### src/rtl/dfrp_pkg.sv
// Package for the DLE frame receive parser: framing symbols, check codes
// and the result record passed from the decoder core to the top level.
// No dependencies.
package dfrp_pkg;

  localparam logic [7:0] SYM_DLE   = 8'h3D;
  localparam logic [7:0] SYM_START = 8'h53;
  localparam logic [7:0] SYM_END   = 8'h45;

  // Number of payload bytes in a well-formed frame.
  localparam int FRAME_NET = 5;

  // Default frame length limit; the top level hands its parameter down.
  localparam int MAX_FRAME_BYTES_DEF = 14;

  typedef enum logic [1:0] {
    CHK_OK  = 2'd0,
    CHK_LEN = 2'd1,
    CHK_SUM = 2'd2
  } chk_t;

  typedef struct packed {
    logic        hit;
    logic [7:0]  cmd;
    logic [7:0]  status;
    logic [15:0] value;
    chk_t        check;
  } result_t;

endpackage

### src/rtl/dfrp_in_if.sv
// Input channel of the DLE frame receive parser: one received byte per
// transaction. Depends on nothing.
interface dfrp_in_if;
  logic       valid;
  logic       ready;
  logic [7:0] rx_byte;

  modport source (output valid, output rx_byte, input ready);
  modport sink (input valid, input rx_byte, output ready);
endinterface

### src/rtl/dfrp_out_if.sv
// Result channel of the DLE frame receive parser: one decoded frame per
// transaction. Depends on nothing.
interface dfrp_out_if;
  logic        valid;
  logic        ready;
  logic [7:0]  reply_cmd;
  logic [7:0]  reply_status;
  logic [15:0] reply_value;
  logic [1:0]  frame_check;

  modport source (output valid, output reply_cmd, output reply_status,
                  output reply_value, output frame_check, input ready);
  modport sink (input valid, input reply_cmd, input reply_status,
                input reply_value, input frame_check, output ready);
endinterface

### src/rtl/dfrp_core.sv
// Framing state machine and payload store of the DLE frame receive parser.
// Depends on dfrp_pkg. The result for the presented byte is combinational;
// state moves only when step is high.
module dfrp_core #(
  parameter int MAX_FRAME_BYTES = dfrp_pkg::MAX_FRAME_BYTES_DEF
) (
  input  logic              clk,
  input  logic              rst_n,
  input  logic              step,
  input  logic [7:0]        rx_byte,
  output dfrp_pkg::result_t res
);

  // The count never exceeds MAX_FRAME_BYTES + 1.
  localparam int CW = $clog2(MAX_FRAME_BYTES + 2);
  localparam logic [CW-1:0] MAX_C = CW'(MAX_FRAME_BYTES);
  localparam logic [CW-1:0] NET_C = CW'(dfrp_pkg::FRAME_NET);

  typedef enum logic {
    ST_HUNT,
    ST_READ
  } state_t;

  state_t        state_r, state_nxt;
  logic          esc_r, esc_nxt;
  logic [CW-1:0] cnt_r, cnt_nxt;
  logic [7:0]    store_r [dfrp_pkg::FRAME_NET];
  logic          take;
  logic [7:0]    take_byte;
  logic [7:0]    sum;
  logic          hit;

  always_comb begin
    state_nxt = state_r;
    esc_nxt   = esc_r;
    cnt_nxt   = cnt_r;
    take      = 1'b0;
    take_byte = rx_byte;
    hit       = 1'b0;
    unique case (state_r)
      ST_HUNT: begin
        if (esc_r) begin
          esc_nxt = 1'b0;
          if (rx_byte == dfrp_pkg::SYM_START) begin
            state_nxt = ST_READ;
            cnt_nxt   = '0;
          end
        end else if (rx_byte == dfrp_pkg::SYM_DLE) begin
          esc_nxt = 1'b1;
        end
      end
      ST_READ: begin
        if (cnt_r > MAX_C) begin
          // Runaway frame: drop the byte and hunt again.
          state_nxt = ST_HUNT;
          esc_nxt   = 1'b0;
          cnt_nxt   = '0;
        end else if (esc_r) begin
          esc_nxt = 1'b0;
          if (rx_byte == dfrp_pkg::SYM_DLE) begin
            take = 1'b1;
          end else if (rx_byte == dfrp_pkg::SYM_START) begin
            cnt_nxt = '0;
          end else if (rx_byte == dfrp_pkg::SYM_END) begin
            hit       = 1'b1;
            state_nxt = ST_HUNT;
            cnt_nxt   = '0;
          end
        end else if (rx_byte == dfrp_pkg::SYM_DLE) begin
          esc_nxt = 1'b1;
        end else begin
          take = 1'b1;
        end
      end
      default: begin
        state_nxt = ST_HUNT;
      end
    endcase
    if (take) begin
      cnt_nxt = cnt_r + 1'b1;
    end
  end

  // Trailer check; the store is only read when five bytes were written.
  always_comb begin
    sum        = store_r[0] + store_r[1] + store_r[2] + store_r[3];
    res.hit    = hit;
    res.cmd    = '0;
    res.status = '0;
    res.value  = '0;
    if (cnt_r != NET_C) begin
      res.check = dfrp_pkg::CHK_LEN;
    end else if (sum == store_r[4]) begin
      res.check  = dfrp_pkg::CHK_OK;
      res.cmd    = store_r[0];
      res.status = store_r[1];
      res.value  = {store_r[2], store_r[3]};
    end else begin
      res.check = dfrp_pkg::CHK_SUM;
    end
  end

  always_ff @(posedge clk) begin
    if (!rst_n) begin
      state_r <= ST_HUNT;
      esc_r   <= 1'b0;
      cnt_r   <= '0;
    end else if (step) begin
      state_r <= state_nxt;
      esc_r   <= esc_nxt;
      cnt_r   <= cnt_nxt;
    end
  end

  // Bytes beyond the fifth are counted but not stored.
  always_ff @(posedge clk) begin
    if (step && take && (cnt_r < NET_C)) begin
      store_r[cnt_r[2:0]] <= take_byte;
    end
  end

  a_cnt_bound: assert property (@(posedge clk) disable iff (!rst_n)
    cnt_r <= MAX_C + 1'b1)
    else $error("byte count ran past the frame limit");

  a_hunt_cnt_zero: assert property (@(posedge clk) disable iff (!rst_n)
    state_r == ST_HUNT |-> cnt_r == '0)
    else $error("byte count not cleared while hunting");

  a_hit_on_escape: assert property (@(posedge clk) disable iff (!rst_n)
    res.hit |-> (state_r == ST_READ) && esc_r && (rx_byte == dfrp_pkg::SYM_END))
    else $error("frame result outside an escaped trailer");

endmodule

### src/rtl/dle_frame_receive_parser_top.sv
// Path: an accepted byte waits in the input register, where the core decodes it;
// a frame result is captured in the result register and offered on out_ch.
// Throughput: one byte per cycle; the input register and the result register
// are both refilled in the cycle they drain, and the input stalls only while
// a result waits at a stalled output.
// Reset (rst_n low, synchronous): both channels empty, framing back to hunting.
module dle_frame_receive_parser_top #(
  parameter int MAX_FRAME_BYTES = dfrp_pkg::MAX_FRAME_BYTES_DEF
) (
  input  logic      clk,
  input  logic      rst_n,
  dfrp_in_if.sink   in_ch,
  dfrp_out_if.source out_ch
);

  logic              stg_valid_r;
  logic [7:0]        stg_byte_r;
  logic              out_valid_r;
  logic [7:0]        cmd_r;
  logic [7:0]        status_r;
  logic [15:0]       value_r;
  logic [1:0]        check_r;
  logic              out_free;
  logic              adv;
  dfrp_pkg::result_t res;

  assign out_free    = !out_valid_r || out_ch.ready;
  // A byte that produces no result can move on even while the output stalls.
  assign adv         = stg_valid_r && (!res.hit || out_free);
  assign in_ch.ready = !stg_valid_r || adv;

  dfrp_core #(
    .MAX_FRAME_BYTES(MAX_FRAME_BYTES)
  ) u_core (
    .clk    (clk),
    .rst_n  (rst_n),
    .step   (adv),
    .rx_byte(stg_byte_r),
    .res    (res)
  );

  always_ff @(posedge clk) begin
    if (!rst_n) begin
      stg_valid_r <= 1'b0;
    end else if (in_ch.valid && in_ch.ready) begin
      stg_valid_r <= 1'b1;
    end else if (adv) begin
      stg_valid_r <= 1'b0;
    end
  end

  always_ff @(posedge clk) begin
    if (in_ch.valid && in_ch.ready) begin
      stg_byte_r <= in_ch.rx_byte;
    end
  end

  always_ff @(posedge clk) begin
    if (!rst_n) begin
      out_valid_r <= 1'b0;
    end else if (adv && res.hit) begin
      out_valid_r <= 1'b1;
    end else if (out_ch.ready) begin
      out_valid_r <= 1'b0;
    end
  end

  always_ff @(posedge clk) begin
    if (adv && res.hit) begin
      cmd_r    <= res.cmd;
      status_r <= res.status;
      value_r  <= res.value;
      check_r  <= res.check;
    end
  end

  assign out_ch.valid        = out_valid_r;
  assign out_ch.reply_cmd    = cmd_r;
  assign out_ch.reply_status = status_r;
  assign out_ch.reply_value  = value_r;
  assign out_ch.frame_check  = check_r;

  a_stage_holds: assert property (@(posedge clk) disable iff (!rst_n)
    stg_valid_r && !adv |=> stg_valid_r && $stable(stg_byte_r))
    else $error("stalled input byte lost or changed");

  a_no_overwrite: assert property (@(posedge clk) disable iff (!rst_n)
    adv && res.hit |-> out_free)
    else $error("result register overwritten before it was taken");

  a_error_zero: assert property (@(posedge clk) disable iff (!rst_n)
    out_valid_r && (check_r != dfrp_pkg::CHK_OK) |->
      (cmd_r == '0) && (status_r == '0) && (value_r == '0))
    else $error("error result carries nonzero fields");

endmodule

### src/flat_wrapper.sv
// flat-port wrapper written by rule: the top's interface ports become plain ports
module dle_frame_receive_parser_top_flat 
#(
  parameter int MAX_FRAME_BYTES = dfrp_pkg::MAX_FRAME_BYTES_DEF
)
  (clk, rst_n, in_ch_valid, in_ch_rx_byte, in_ch_ready, out_ch_valid, out_ch_reply_cmd, out_ch_reply_status, out_ch_reply_value, out_ch_frame_check, out_ch_ready);
  dfrp_in_if in_ch_i ();
  dfrp_out_if out_ch_i ();
  input  logic clk;
  input  logic rst_n;
  input wire logic [$bits(in_ch_i.valid)-1:0] in_ch_valid;
  input wire logic [$bits(in_ch_i.rx_byte)-1:0] in_ch_rx_byte;
  output wire logic [$bits(in_ch_i.ready)-1:0] in_ch_ready;
  output wire logic [$bits(out_ch_i.valid)-1:0] out_ch_valid;
  output wire logic [$bits(out_ch_i.reply_cmd)-1:0] out_ch_reply_cmd;
  output wire logic [$bits(out_ch_i.reply_status)-1:0] out_ch_reply_status;
  output wire logic [$bits(out_ch_i.reply_value)-1:0] out_ch_reply_value;
  output wire logic [$bits(out_ch_i.frame_check)-1:0] out_ch_frame_check;
  input wire logic [$bits(out_ch_i.ready)-1:0] out_ch_ready;
  assign in_ch_i.valid = in_ch_valid;
  assign in_ch_i.rx_byte = in_ch_rx_byte;
  assign in_ch_ready = in_ch_i.ready;
  assign out_ch_valid = out_ch_i.valid;
  assign out_ch_reply_cmd = out_ch_i.reply_cmd;
  assign out_ch_reply_status = out_ch_i.reply_status;
  assign out_ch_reply_value = out_ch_i.reply_value;
  assign out_ch_frame_check = out_ch_i.frame_check;
  assign out_ch_i.ready = out_ch_ready;
  dle_frame_receive_parser_top #(.MAX_FRAME_BYTES(MAX_FRAME_BYTES)) u_core (.clk(clk), .rst_n(rst_n), .in_ch(in_ch_i), .out_ch(out_ch_i));
endmodule
### config.mk
export PLATFORM = sky130hd
export DESIGN_NAME = dle_frame_receive_parser_top_flat
export DESIGN_NICKNAME = d
export VERILOG_FILES = /design/src/rtl/dfrp_pkg.sv /design/src/rtl/dfrp_in_if.sv /design/src/rtl/dfrp_out_if.sv /design/src/rtl/dfrp_core.sv /design/src/rtl/dle_frame_receive_parser_top.sv /design/src/flat_wrapper.sv
export SDC_FILE = /design/constraint.sdc
export NUM_CORES = 1
export LEC_CHECK = 0
export ABC_AREA = 1
export CAP_MARGIN = 15
export CORE_MARGIN = 1
export CORE_UTILIZATION = 45
export DETAILED_ROUTE_END_ITERATION = 6
export DONT_BUFFER_PORTS = 1
export GPL_TIMING_DRIVEN = 1
export MAX_ROUTING_LAYER = met4
export PLACE_DENSITY = 0.68
export SYNTH_ARGS = -nofsm -noshare
export SYNTH_HDL_FRONTEND = slang
export SYNTH_SLANG_ARGS = --single-unit
### constraint.sdc
create_clock -name clk -period 3.5 [get_ports clk]
set_clock_uncertainty 0.05 [all_clocks]
set_input_delay 0.7 -clock clk [delete_from_list [all_inputs] [get_ports clk]]
set_output_delay 0.7 -clock clk [all_outputs]
set_load 0.05 [all_outputs]
Word-level counts from Yosys, hierarchy flattened
Memory sizes are Yosys's and may differ from the RTL's. Cells that the tools add are included.

Register bits: 50. Memory bits (writable): 40. Input port bits: 12. Word-level logic and storage cells: 82. Memories kept: 1.

Memory list: u_core.u_core.store_r (depth 5, bits a word 8, rd ports 5, clocked after Yosys merged registers in 0, write ports 1, RTL line dfrp_core.sv:27) `logic [7:0] store_r [dfrp_pkg::FRAME_NET];`.

Add/sub/neg operators: 4. Magnitude comparators: 2. Equality and inequality tests: 10. Multiplexer cells: 38. Bitwise operators: 2. Reduce and logical (&&, ||, !) cells: 15.

Operators with widths (count): 4-bit two-way mux (8); 1-bit two-way mux (26); 8-bit adder (3); 8-bit by 7-bit == test with 1-bit output (second input constant) (2); 8-bit by 6-bit == test with 1-bit output (second input constant) (1); 8-bit == test (1); 4-bit case mux with 2 select lines (1); 3-bit != test (second input constant) (2); 6-bit AND reduction (1); 1-bit logical AND (5); 5-bit by 1-bit != test with 1-bit output (second input constant) (1); 4-bit by 1-bit adder with 4-bit output (second input constant) (1); 4-bit greater-than comparator (second input constant) (1); 4-bit by 3-bit less-than comparator with 1-bit output (second input constant) (1); 4-bit by 1-bit != test with 1-bit output (second input constant) (1); 4-bit by 3-bit != test with 1-bit output (second input constant) (1); 4-bit != test (second input constant) (1); 1-bit case mux with 2 select lines (2); 2-bit nonzero test (2); 1-bit zero test (3); 1-bit logical OR (3); 2-bit two-way mux (1); 1-bit NOT (2); 2-bit OR reduction (1).

Logic depth before layout (Yosys ltp)
Gate-level depths: netlist of run 1.

Word-level depth: 14. Gate-level depth with buffers: 17. Depth with buffers taken out: 16.

Cells and area by module
From an unflattened synthesis of run 1, not the netlist that was laid out.

Cell total of the unflattened synthesis: 400. Area, all modules: 4381.7 µm².

Modules (own cells, without submodules): dfrp_core (instances 1, cells each 339, area an instance 2999.1 µm², seq. area each 1321.3 µm²); dle_frame_receive_parser_top (instances 1, cells each 61, area an instance 1382.6 µm², seq. area each 1301.2 µm²).

Worst setup path after synthesis of run 1
No wires, ideal clock.

Path type: register to register. Start point: memory u_core.u_core.store_r[3][1]. End point: register u_core.value_r[6] (netlist: u_core.out_ch.reply_value[6]) (read register of u_core.u_core.store_r) (data pin). Arrival: 3.149 ns. Required time: 3.315 ns. Slack: 0.166 ns. Cell stages (with the launch flop): 15. Cell sequence: edfxtp_1 > fa_1 > inv_1 > fa_1 > inv_1 > ha_1 > fa_1 > xnor2_1 > nand3_1 > nor2_1 > nand3_1 > nor3_2 > nand3_2 > buf_6 > nor2_2.

RTL lines: start, declared (RTL line dfrp_core.sv:27); end, declared (RTL line dle_frame_receive_parser_top.sv:21) `logic [15:0] value_r;`.

==> results.py, run 1 <==
metrics = {
    "placement": {
        "dp_slack_ns": -0.0722,
        "portBuffers": 0,
        "gp_congestion": 0.909,
        "dpl.hpwl_microns": 5110,
    },
    "setup_path": {
        "start_kind": "register",
        "required_ns": 3.67,
        "reg2reg_from": "u_core.u_core.store_r[3][1]",
        "end_kind": "register",
        "r2r-end": "u_core.out_ch.reply_status[3]",
        "rrSetupSlack_ns": -0.10,
        "reg2reg_depth": 14,
        "critPathKind": "register to register",
        "crit_fanout": 23,
        "cp.arrival_ns": 3.77,
    },
    "global_route": {
        "grt_pass1_vias": 2427,
        "grt_pass1_wl_microns": 11500,
        "groute.usage.overall": 0.159,
        "grt_max_degree": 27,
        "overflow": 0,
        "antenna_found_initial": 0,
    },
    "clocking": {
        "worstSkewPairLatency_ns": 0.36,
        "htreeDepth": 3,
        "cts_sinks": 90,
        "cts_tree": "built",
        "clockBufferDepth": 2,
        "clk_pin_slew_ns": 0.10,
        "cts_buffers": 9,
        "cts_root_buffer": "clkbuf_8",
    },
    "worst_hold_path": {
        "min_from": "in_ch_rx_byte[6]",
        "hold_end": "u_core.stg_byte_r[6]",
        "hold_path_depth": 0,
        "hold_class": "input pin to register",
    },
    "sta": {
        "max_freq_mhz": 278,
        "setup_violations": 33,
        "drv_slew": 0,
        "timing.hold.ws_ns": 0.392,
        "slew_headroom": 0.539,
        "finalCritPeriodShare": 1.03,
        "hold_violations": 0,
        "finalCriticalPeriod_ns": 3.60,
        "grt_setup_unrepaired": "true",
        "tightest_slew_ns": 0.690,
        "setup_ws_ns": -0.103,
    },
    "synthesis": {
        "yosys_warnings": 0,
        "synth_top_cell_by_area": "edfxtp_1",
        "syn-cell-area_sq_um": 4300,
        "ys_top_cells_by_area": "edfxtp_1 57%, inv_1 6.5%, fa_1 6.5%",
        "synth_common_cells": "82 x edfxtp_1, 75 x inv_1, 67 x nand2_1",
        "yosysUniqueCellTypes": 27,
        "yosysSeqAreaShare": 0.610,
        "ys_seq_elements": 90,
        "async_flop_share": 0,
        "avgSynthCellArea_sq_um": 11.3,
        "synth-main-ff-cell": "edfxtp_1",
        "synth_edf_count": 82,
        "synth_top_area_frac": 0.572,
        "synthesis.nets": 418,
        "synthCells": 380,
        "synth.most_common_cell": "edfxtp_1",
    },
    "drt": {
        "vias": 2498,
        "drt_wl_total_microns": 6860,
        "ant_nets": 0,
        "firstDrtPassIters": 4,
        "routedWlPerCell_microns": 12.9,
        "drt-initial-drc-count": 126,
        "drc_errors": 0,
        "post_drt_via_cell_ratio": 4.69,
    },
    "final_layout": {
        "nFillCells": 802,
        "seq_area_sq_um": 2620,
        "multiInputGateArea_sq_um": 1360,
        "drive_gt1_frac": 0.171,
        "final_util": 0.515,
        "nets": 437,
        "area_growth_pct": 10.5,
        "num_antenna_cells": 0,
    },
    "power_and_ir_drop": {
        "cellPowerDensity_nw_per_um2": 402,
        "leakagePower_nw": 1.86,
        "max-vdd-ir-drop_uv": 257,
    },
    "die": {
        "die_x_microns": 99.8,
        "dieArea_sq_um": 9950,
        "io-pin-count": 48,
        "chipHeight_microns": 99.8,
        "core-area_sq_um": 9240,
        "fp-row-count": 35,
        "initial_core_util": 0.466,
    },
    "outcome": {
        "violations": "setup timing",
        "outcome": "finished, violations left",
    },
    "flow_run": {
        "drv_cap": 0,
    },
}
==> repair_timing <==
| item | in CTS | in global routing |
|---|---|---|
| gates resized for setup | 2 | 3 |
| hold endpoints to repair | 0 | 0 |
| hold buffers | 0 | 0 |
| setup buffers | 2 | 1 |
| pin swaps | 1 | 0 |
| cloned | 0 | 0 |
| setup endpoints to repair | 32 | 33 |
==> cells by family after synthesis <==
kind of cell / synth area share
compound gates: 0.0212
xor+xnor: 0.0122
fa+ha+maj: 0.100
buf+inv: 0.0768
flops: 0.610
simple gates: 0.180
==> through the flow <==
step / area [sq um] / instances / power [mW] / TNS [ns]
2_1_floorplan: 4300 / 380 / 1.23 / 0
3_3_place_gp: 4510 / 514 / 1.24 / 0
3_5_place_dp: 4510 / 514 / 1.24 / -1.72
4_1_cts: 4740 / 532 / 1.93 / -2.26
5_1_grt: 4750 / 533 / 1.97 / -8.35
6_report: 4750 / 533 / 1.91 / -2.73
==> registers in the layout, summed over array words and instances, names as in the netlist, 2 cells and up <==
signal	flops
u_core.u_core.cnt_r	4
u_core.out_ch.reply_status	8
u_core.stg_byte_r	8
u_core.out_ch.reply_value	16
u_core.out_ch.frame_check	2
u_core.u_core.store_r	40
u_core.out_ch.reply_cmd	8
==> metal layers <==
layer / vias up / wire length, microns / track usage
met5: - / 0 / -
met4: 0 / 125 / 0.0690
li1: 1253 / - / -
met3: 13 / 247 / 0.0348
met1: 1168 / 3050 / 0.183
met2: 64 / 3440 / 0.268
==> cell usage in the layout, fill, tap and decap left out, types with 2 or more instances in the layout <==
cell	Yosys	final
clkinvlp_4	0	2
inv_2	2	3
ha_1	12	11
buf_4	1	9
xnor2_1	3	3
nand3b_1	4	4
buf_12	0	2
dfxtp_1	8	8
o21ai_0	6	6
nor2_4	4	4
inv_6	0	2
nand2_2	2	2
edfxtp_1	82	82
nand2_1	67	67
nor3_1	2	2
a21oi_1	9	8
nand4_1	3	3
xor2_1	3	3
inv_1	75	74
nand3_1	23	23
fa_1	14	14
clkbuf_8	0	9
nor2_2	27	27
nor2_1	24	24
==> worst max-delay path by stage <==
stage                               endpoint                         from  cells after the start
2_1_floorplan   u_core.out_ch.reply_value[6]  u_core.u_core.store_r[3][1]                     14
3_3_place_gp   u_core.out_ch.reply_status[3]  u_core.u_core.store_r[3][1]                     14
3_5_place_dp   u_core.out_ch.reply_status[7]  u_core.u_core.store_r[3][1]                     14
4_1_cts        u_core.out_ch.reply_status[3]  u_core.u_core.store_r[3][1]                     14
5_1_grt           u_core.out_ch.reply_cmd[6]  u_core.u_core.store_r[3][1]                     14
6_report       u_core.out_ch.reply_status[3]  u_core.u_core.store_r[3][1]                     14
==> worst max-delay path, cell delays in order, from the launching register on <==
cell	delay, ns
edfxtp_1	0.43
fa_1	0.58
inv_2	0.04
fa_1	0.53
inv_1	0.04
ha_2	0.19
fa_1	0.48
xnor2_1	0.18
nand3_1	0.09
nor2_1	0.11
nand3_1	0.10
nor3_2	0.19
nand3_2	0.15
buf_12	0.20
nor2_1	0.09
==> report_power, final <==
| part | leakage [nW] | switching (mW) | internal [mW] | total [mW] |
|---|---|---|---|---|
| sequential | 0.735 | 0.0175 | 1.18 | 1.19 |
| clock | 0.0962 | 0.366 | 0.335 | 0.700 |
| combinational | 1.02 | 0.0134 | 0.00575 | 0.0192 |
==> area by class of cell <==
class,instances,area share
multi-input cells,209,0.287
clock buffers,9,0.0261
inverters,77,0.0608
well taps,129,0.0339
repair buffers,12,0.0250
flip-flops and latches,90,0.552
clock inverters,7,0.0161
Power figures use the tool's default switching activity.
==> inputs of run 2 (changes only) <==
--- a/config.mk
+++ b/config.mk
@@ -7,5 +7,5 @@
 export LEC_CHECK = 0
 export ABC_AREA = 1
-export CAP_MARGIN = 15
+export CAP_MARGIN = 20
 export CORE_MARGIN = 1
 export CORE_UTILIZATION = 45
==> constraint.sdc (replaced) <==
create_clock -name clk -period 3.5 [get_ports clk]
set_clock_uncertainty 0.05 [all_clocks]
set_input_delay 0.175 -clock clk [delete_from_list [all_inputs] [get_ports clk]]
set_output_delay 0.175 -clock clk [all_outputs]
set_load 0.05 [all_outputs]
==> run 2 against run 1 <==
  * The run still ends with setup timing left
  * Clock power about the same
  * Via count up 1.6%
  * Utilization grew 1.2 points
==> results.py, run 2 (synthesis results as in run 1) <==
metrics = {
    "setup_path": {
        "cp_common_cell": "fa_1",
        "critPathSlowestCell": "fa_1",
        "reg2reg_from": "u_core.u_core.store_r[3][1]",
        "required_ns": 3.67,
        "reg2reg_depth": 14,
        "rrSetupSlack_ns": -0.10,
        "end_kind": "register",
        "start_kind": "register",
        "r2r-end": "u_core.out_ch.reply_status[3]",
        "critPathTopFamily": "adder cells",
        "crit_fanout": 23,
        "critPathKind": "register to register",
        "crit_path_cell_trace": "fa_1 -> inv_2 -> fa_1 -> inv_1 -> ha_2 -> fa_1 -> xnor2_1 -> nand3_1 -> nor2_1 -> nand3_1 -> nor3_2 -> nand3_2 -> buf_12 -> nor2_1",
        "worst_path_largest_cell_delay_ns": 0.58,
        "crit_buf_inv": 3,
        "cp.arrival_ns": 3.77,
    },
    "die": {
        "fp-row-count": 35,
        "core-area_sq_um": 9240,
        "dieArea_sq_um": 9950,
        "chipHeight_microns": 99.8,
        "io-pin-count": 48,
        "initial_core_util": 0.466,
        "die_x_microns": 99.8,
    },
    "sta": {
        "hold_violations": 0,
        "finalSetupTns_ns": -2.67,
        "setup_ws_ns": -0.101,
        "setup_violations": 33,
        "slew_headroom": 0.552,
        "finalCriticalPeriod_ns": 3.60,
        "tightest_slew_ns": 0.669,
        "drv_slew": 0,
        "finalCritPeriodShare": 1.03,
        "max_freq_mhz": 278,
        "timing.hold.ws_ns": 0.0206,
        "grt_setup_unrepaired": "true",
    },
    "clocking": {
        "clk_pin_slew_ns": 0.10,
        "cts_buffers": 9,
        "clockBufferDepth": 2,
        "worstSkewPairLatency_ns": 0.36,
        "cts_root_buffer": "clkbuf_8",
        "cts_sinks": 90,
        "htreeDepth": 3,
        "cts_tree": "built",
    },
    "final_layout": {
        "stdcell_area_sq_um": 4860,
        "final_common_cell": "edfxtp_1",
        "nets": 448,
        "num_antenna_cells": 0,
        "largest_register_ffs": 40,
        "drive_gt1_frac": 0.166,
        "most-common-layout-cells": "82 x edfxtp_1, 74 x inv_1, 67 x nand2_1",
        "area_growth_pct": 13.1,
        "final_cells": 544,
    },
    "power_and_ir_drop": {
        "seq_power_share": 0.620,
        "p_sw_mw": 0.400,
        "p_clk_frac": 0.365,
        "p_sw_frac": 0.208,
        "power.internal_mw": 1.53,
        "p_comb_frac": 0.015,
        "leakagePower_nw": 1.90,
        "cellPowerDensity_nw_per_um2": 396,
        "max-vdd-ir-drop_uv": 273,
    },
    "placement": {
        "dp_slack_ns": -0.0722,
        "dpl.hpwl_microns": 5110,
        "dp_cells": 514,
        "gp_congestion": 0.909,
        "portBuffers": 0,
        "place_area_sq_um": 4510,
    },
    "drt": {
        "drc_errors": 0,
        "vias": 2539,
        "post_drt_via_cell_ratio": 4.67,
        "drt-initial-drc-count": 108,
        "routedWlPerCell_microns": 12.9,
        "ant_nets": 0,
        "firstDrtPassIters": 5,
        "drt_wl_total_microns": 6990,
    },
    "global_route": {
        "grt_pass1_vias": 2539,
        "overflow": 0,
        "antenna_found_initial": 0,
        "grt_pass1_wl_microns": 11800,
        "grt_max_degree": 27,
        "groute.usage.overall": 0.162,
    },
    "worst_hold_path": {
        "hold_path_depth": 2,
        "min_from": "rst_n",
        "hold_end": "u_core.u_core.cnt_r[1]",
        "hold_class": "input pin to register",
    },
    "flow_run": {
        "drv_cap": 0,
    },
    "outcome": {
        "violations": "setup timing",
        "outcome": "finished, violations left",
    },
}
[run 2: cell count changes in the layout (fill, tap and decap cells not counted), sizes merged]
cell,change
dlygate4sd3,+11
[run 2: worst max-delay path by stage]
stage                                     start                            end  slack, ns  depth (start not counted)
finish              u_core.u_core.store_r[3][1]  u_core.out_ch.reply_status[3]      -0.10                         14
global route        u_core.u_core.store_r[3][1]     u_core.out_ch.reply_cmd[6]      -0.28                         14
CTS                 u_core.u_core.store_r[3][1]  u_core.out_ch.reply_status[3]      -0.09                         14
detailed placement  u_core.u_core.store_r[3][1]  u_core.out_ch.reply_status[7]      -0.07                         14
global placement    u_core.u_core.store_r[3][1]  u_core.out_ch.reply_status[3]       0.05                         14
floorplan           u_core.u_core.store_r[3][1]   u_core.out_ch.reply_value[6]       0.17                         14
[run 2: worst reg2reg max path, cell delays in order (launching register included)]
cell	delay [ns]
edfxtp_1	0.43
fa_1	0.58
inv_2	0.04
fa_1	0.53
inv_1	0.04
ha_2	0.19
fa_1	0.48
xnor2_1	0.18
nand3_1	0.09
nor2_1	0.10
nand3_1	0.10
nor3_2	0.19
nand3_2	0.15
buf_12	0.20
nor2_1	0.10
[run 2: per-stage QoR]
stage,power [mW],util
floorplan,1.23,-
global placement,1.24,0.489
detailed placement,1.24,0.489
CTS,1.94,0.524
global route,1.98,0.526
finish,1.92,0.526
[run 2: layout make-up]
type	count	area, sq um
inverter	77	289
multi-input combinational	209	1360
fill	799	4380
clock buffer	9	124
clock inverter	7	76.3
tap	129	161
sequential	90	2620
timing repair buffer	23	229
[run 2: metal layers]
| metal | global-route usage | routed length [microns] | share of wire |
|---|---|---|---|
| met2 | 0.281 | 3530 | 0.51 |
| met3 | 0.0348 | 279 | 0.040 |
| met1 | 0.183 | 3060 | 0.44 |
| met5 | - | 0 | 0 |
| met4 | 0.0690 | 125 | 0.018 |
[run 2: power by group through the flow]
| stage | sequential (mW) | clock (mW) | combinational, mW |
|---|---|---|---|
| after floorplan | 1.21 | 0 | 0.0155 |
| after global placement | 1.22 | 0 | 0.0179 |
| after detailed placement | 1.22 | 0 | 0.0190 |
| after CTS | 1.19 | 0.717 | 0.0285 |
| after global routing | 1.20 | 0.756 | 0.0327 |
| final | 1.19 | 0.702 | 0.0289 |
[run 2: repair_timing]
item / CTS / global route
setup endpoints to repair: 32 / 33
pin swaps: 1 / 0
setup buffers: 2 / 1
endpoints found under the hold margin: 11 / 0
gates resized for setup: 2 / 3
hold buffers: 11 / 0
==> inputs of run 3 (changes only) <==
ABC_AREA = 0   (was 1)
SLEW_MARGIN = 20   (was default)
==> run 3 against run 2 <==
  * The flow finishes with violations (DRC, setup timing)
  * Critical path type unchanged
  * Largest power group unchanged
  * Total power fell by 5.4%
  * Die area shrank 3.6%
  * Design area down 4.1%
  * Largest cell class unchanged
  * Worst hold slack got worse by 0.0056 ns
  * Combinational power shrank 25%
  * Wire length grew 6.6%
==> results.py, run 3 <==
metrics = {
    "sta": {
        "tightest_slew_ns": 0.697,
        "setup_violations": 15,
        "finalCritPeriodShare": 1.01,
        "grt_setup_unrepaired": "true",
        "slew_headroom": 0.534,
        "hold_violations": 0,
        "drv_slew": 0,
        "max_freq_mhz": 283,
        "setup_ws_ns": -0.0390,
        "finalCriticalPeriod_ns": 3.54,
        "finalSetupTns_ns": -0.153,
    },
    "placement": {
        "portBuffers": 0,
        "dp_slack_ns": -0.122,
        "dpl.hpwl_microns": 5300,
        "gp_congestion": 0.849,
    },
    "die": {
        "die_x_microns": 98.0,
        "io-pin-count": 48,
        "initial_core_util": 0.471,
        "dieArea_sq_um": 9600,
        "fp-row-count": 34,
        "chipHeight_microns": 98.0,
        "core-area_sq_um": 8810,
    },
    "global_route": {
        "grt_pass1_wl_microns": 12200,
        "overflow": 0,
        "grt_max_degree": 35,
        "grt_pass1_vias": 2354,
        "groute.usage.overall": 0.178,
        "antenna_found_initial": 0,
    },
    "flow_run": {
        "drv_cap": 0,
    },
    "drt": {
        "wl_met3_microns": 375,
        "drt-initial-drc-count": 118,
        "post_drt_via_cell_ratio": 5.45,
        "wl_met1_microns": 3300,
        "vias": 2354,
        "drt_wl_total_microns": 7450,
        "wl_met2_microns": 3570,
        "routedWlPerCell_microns": 17.3,
        "drc_errors": 6,
        "firstDrtPassIters": 6,
        "route.top_layer_used": "met4",
        "ant_nets": 0,
    },
    "synthesis": {
        "synth-main-ff-cell": "edfxtp_1",
        "yosysUniqueCellTypes": 47,
        "ys_top_cells_by_area": "edfxtp_1 59%, fa_1 6.8%, dfxtp_1 3.9%",
        "synth_edf_count": 82,
        "async_flop_share": 0,
        "yosys_warnings": 0,
        "synthCells": 296,
        "syn-cell-area_sq_um": 4140,
        "synthesis.nets": 334,
        "synth_common_cells": "82 x edfxtp_1, 36 x nand2_1, 28 x nor3_1",
        "synth.most_common_cell": "edfxtp_1",
        "synth_top_area_frac": 0.594,
        "avgSynthCellArea_sq_um": 14.0,
        "yosysSeqAreaShare": 0.633,
        "synth_top_cell_by_area": "edfxtp_1",
        "ys_seq_elements": 90,
    },
    "setup_path": {
        "end_kind": "register",
        "required_ns": 3.62,
        "crit_fanout": 23,
        "worst_path_largest_cell_delay_ns": 0.57,
        "start_kind": "register",
        "cp.arrival_ns": 3.66,
        "critPathSlowestCell": "fa_1",
        "critPathKind": "register to register",
        "crit_path_cell_trace": "fa_1 -> inv_2 -> fa_1 -> inv_2 -> ha_4 -> fa_2 -> xor2_1 -> nor4_2 -> o2111ai_4 -> buf_12 -> nor4_2",
    },
    "final_layout": {
        "num_antenna_cells": 0,
        "final_common_cell": "edfxtp_1",
        "drive_gt1_frac": 0.151,
        "largest_register_ffs": 40,
        "nets": 357,
        "nFillCells": 725,
        "most-common-layout-cells": "82 x edfxtp_1, 36 x nand2_1, 26 x nor3_1",
        "area_growth_pct": 12.6,
    },
    "worst_hold_path": {
        "hold_class": "input pin to register",
    },
    "clocking": {
        "cts_sinks": 90,
        "clk_pin_slew_ns": 0.09,
        "cts_buffers": 9,
        "clockBufferDepth": 2,
        "htreeDepth": 3,
        "worstSkewPairLatency_ns": 0.36,
        "cts_tree": "built",
        "cts_root_buffer": "clkbuf_8",
    },
    "outcome": {
        "outcome": "finished, violations left",
        "violations": "DRC, setup timing",
    },
    "power_and_ir_drop": {
        "max-vdd-ir-drop_uv": 367,
        "leakagePower_nw": 1.62,
        "cellPowerDensity_nw_per_um2": 390,
    },
}
run 3: critical path: cells and delay by family, from the launching register on:
kind | cells | cell delay (ns)
adders and majority gates | 4 | 1.69
and+or+nand+nor | 2 | 0.53
DFF | 1 | 0.43
buffers and inverters | 3 | 0.29
AOI/OAI and AO/OA | 1 | 0.19
xor gates and xnor gates | 1 | 0.17
run 3: repair_timing:
| item | 4_1_cts | 5_1_grt |
|---|---|---|
| hold endpoints to repair | 15 | 0 |
| setup endpoints to repair | 33 | 33 |
| pin swaps | 0 | 1 |
| hold buffers | 10 | 0 |
| resized for setup | 5 | 3 |
| buffers inserted | 1 | 0 |
run 3: metal layers:
layer  up-vias  GRT usage
met2        80      0.271
li1       1125          -
met4         0     0.0886
met1      1134      0.218
met3        15     0.0494
met5         -          -
run 3: power by group:
| part | switching, mW | total [mW] | internal (mW) |
|---|---|---|---|
| registers | 0.0162 | 1.19 | 1.18 |
| clock network | 0.333 | 0.607 | 0.274 |
| logic | 0.00936 | 0.0216 | 0.0122 |
run 3: logic make-up (layout without fill, tap and decap cells):
family	Yosys count	count (layout)	share of synthesized area
AO/OA/AOI/OAI	26	26	0.0495
XOR/XNOR	15	15	0.0383
adder cells (fa/ha/maj)	26	26	0.104
buffers and inverters	30	58	0.0329
flip-flops	90	90	0.633
multiplexers	2	2	0.00513
AND/OR/NAND/NOR	107	107	0.137
run 3: metrics by stage:
step                 util  power (mW)  std cells  area [sq um]  hold WS, ns
global route        0.530        1.88        432          4670      0.00986
global placement    0.494        1.23        405          4350        0.224
finish              0.530        1.82        432          4670       0.0150
CTS                 0.529        1.84        432          4660      0.00454
detailed placement  0.494        1.23        405          4350        0.224
floorplan               -        1.22        296          4160        0.224
run 3: cell type report:
cell class	count	area, sq um	share of cell area
flip-flops and latches	90	2620	0.562
repair buffers	22	215	0.0461
clock buffers	11	141	0.0303
inverters	20	75.1	0.0161
well taps	108	135	0.0290
clock inverters	5	27.5	0.00590
multi-input cells	176	1450	0.311
run 3: worst paths after layout:
kind | start | end | slack [ns] | cells after the start
max | u_core.u_core.store_r[1][1] | u_core.out_ch.reply_value[14] | -0.04 | 11
min | rst_n | u_core.u_core.cnt_r[2] | 0.02 | 2
max reg2reg | u_core.u_core.store_r[1][1] | u_core.out_ch.reply_value[14] | -0.04 | 11
min reg2reg | u_core.u_core.state_r | u_core.u_core.state_r | 0.50 | 2
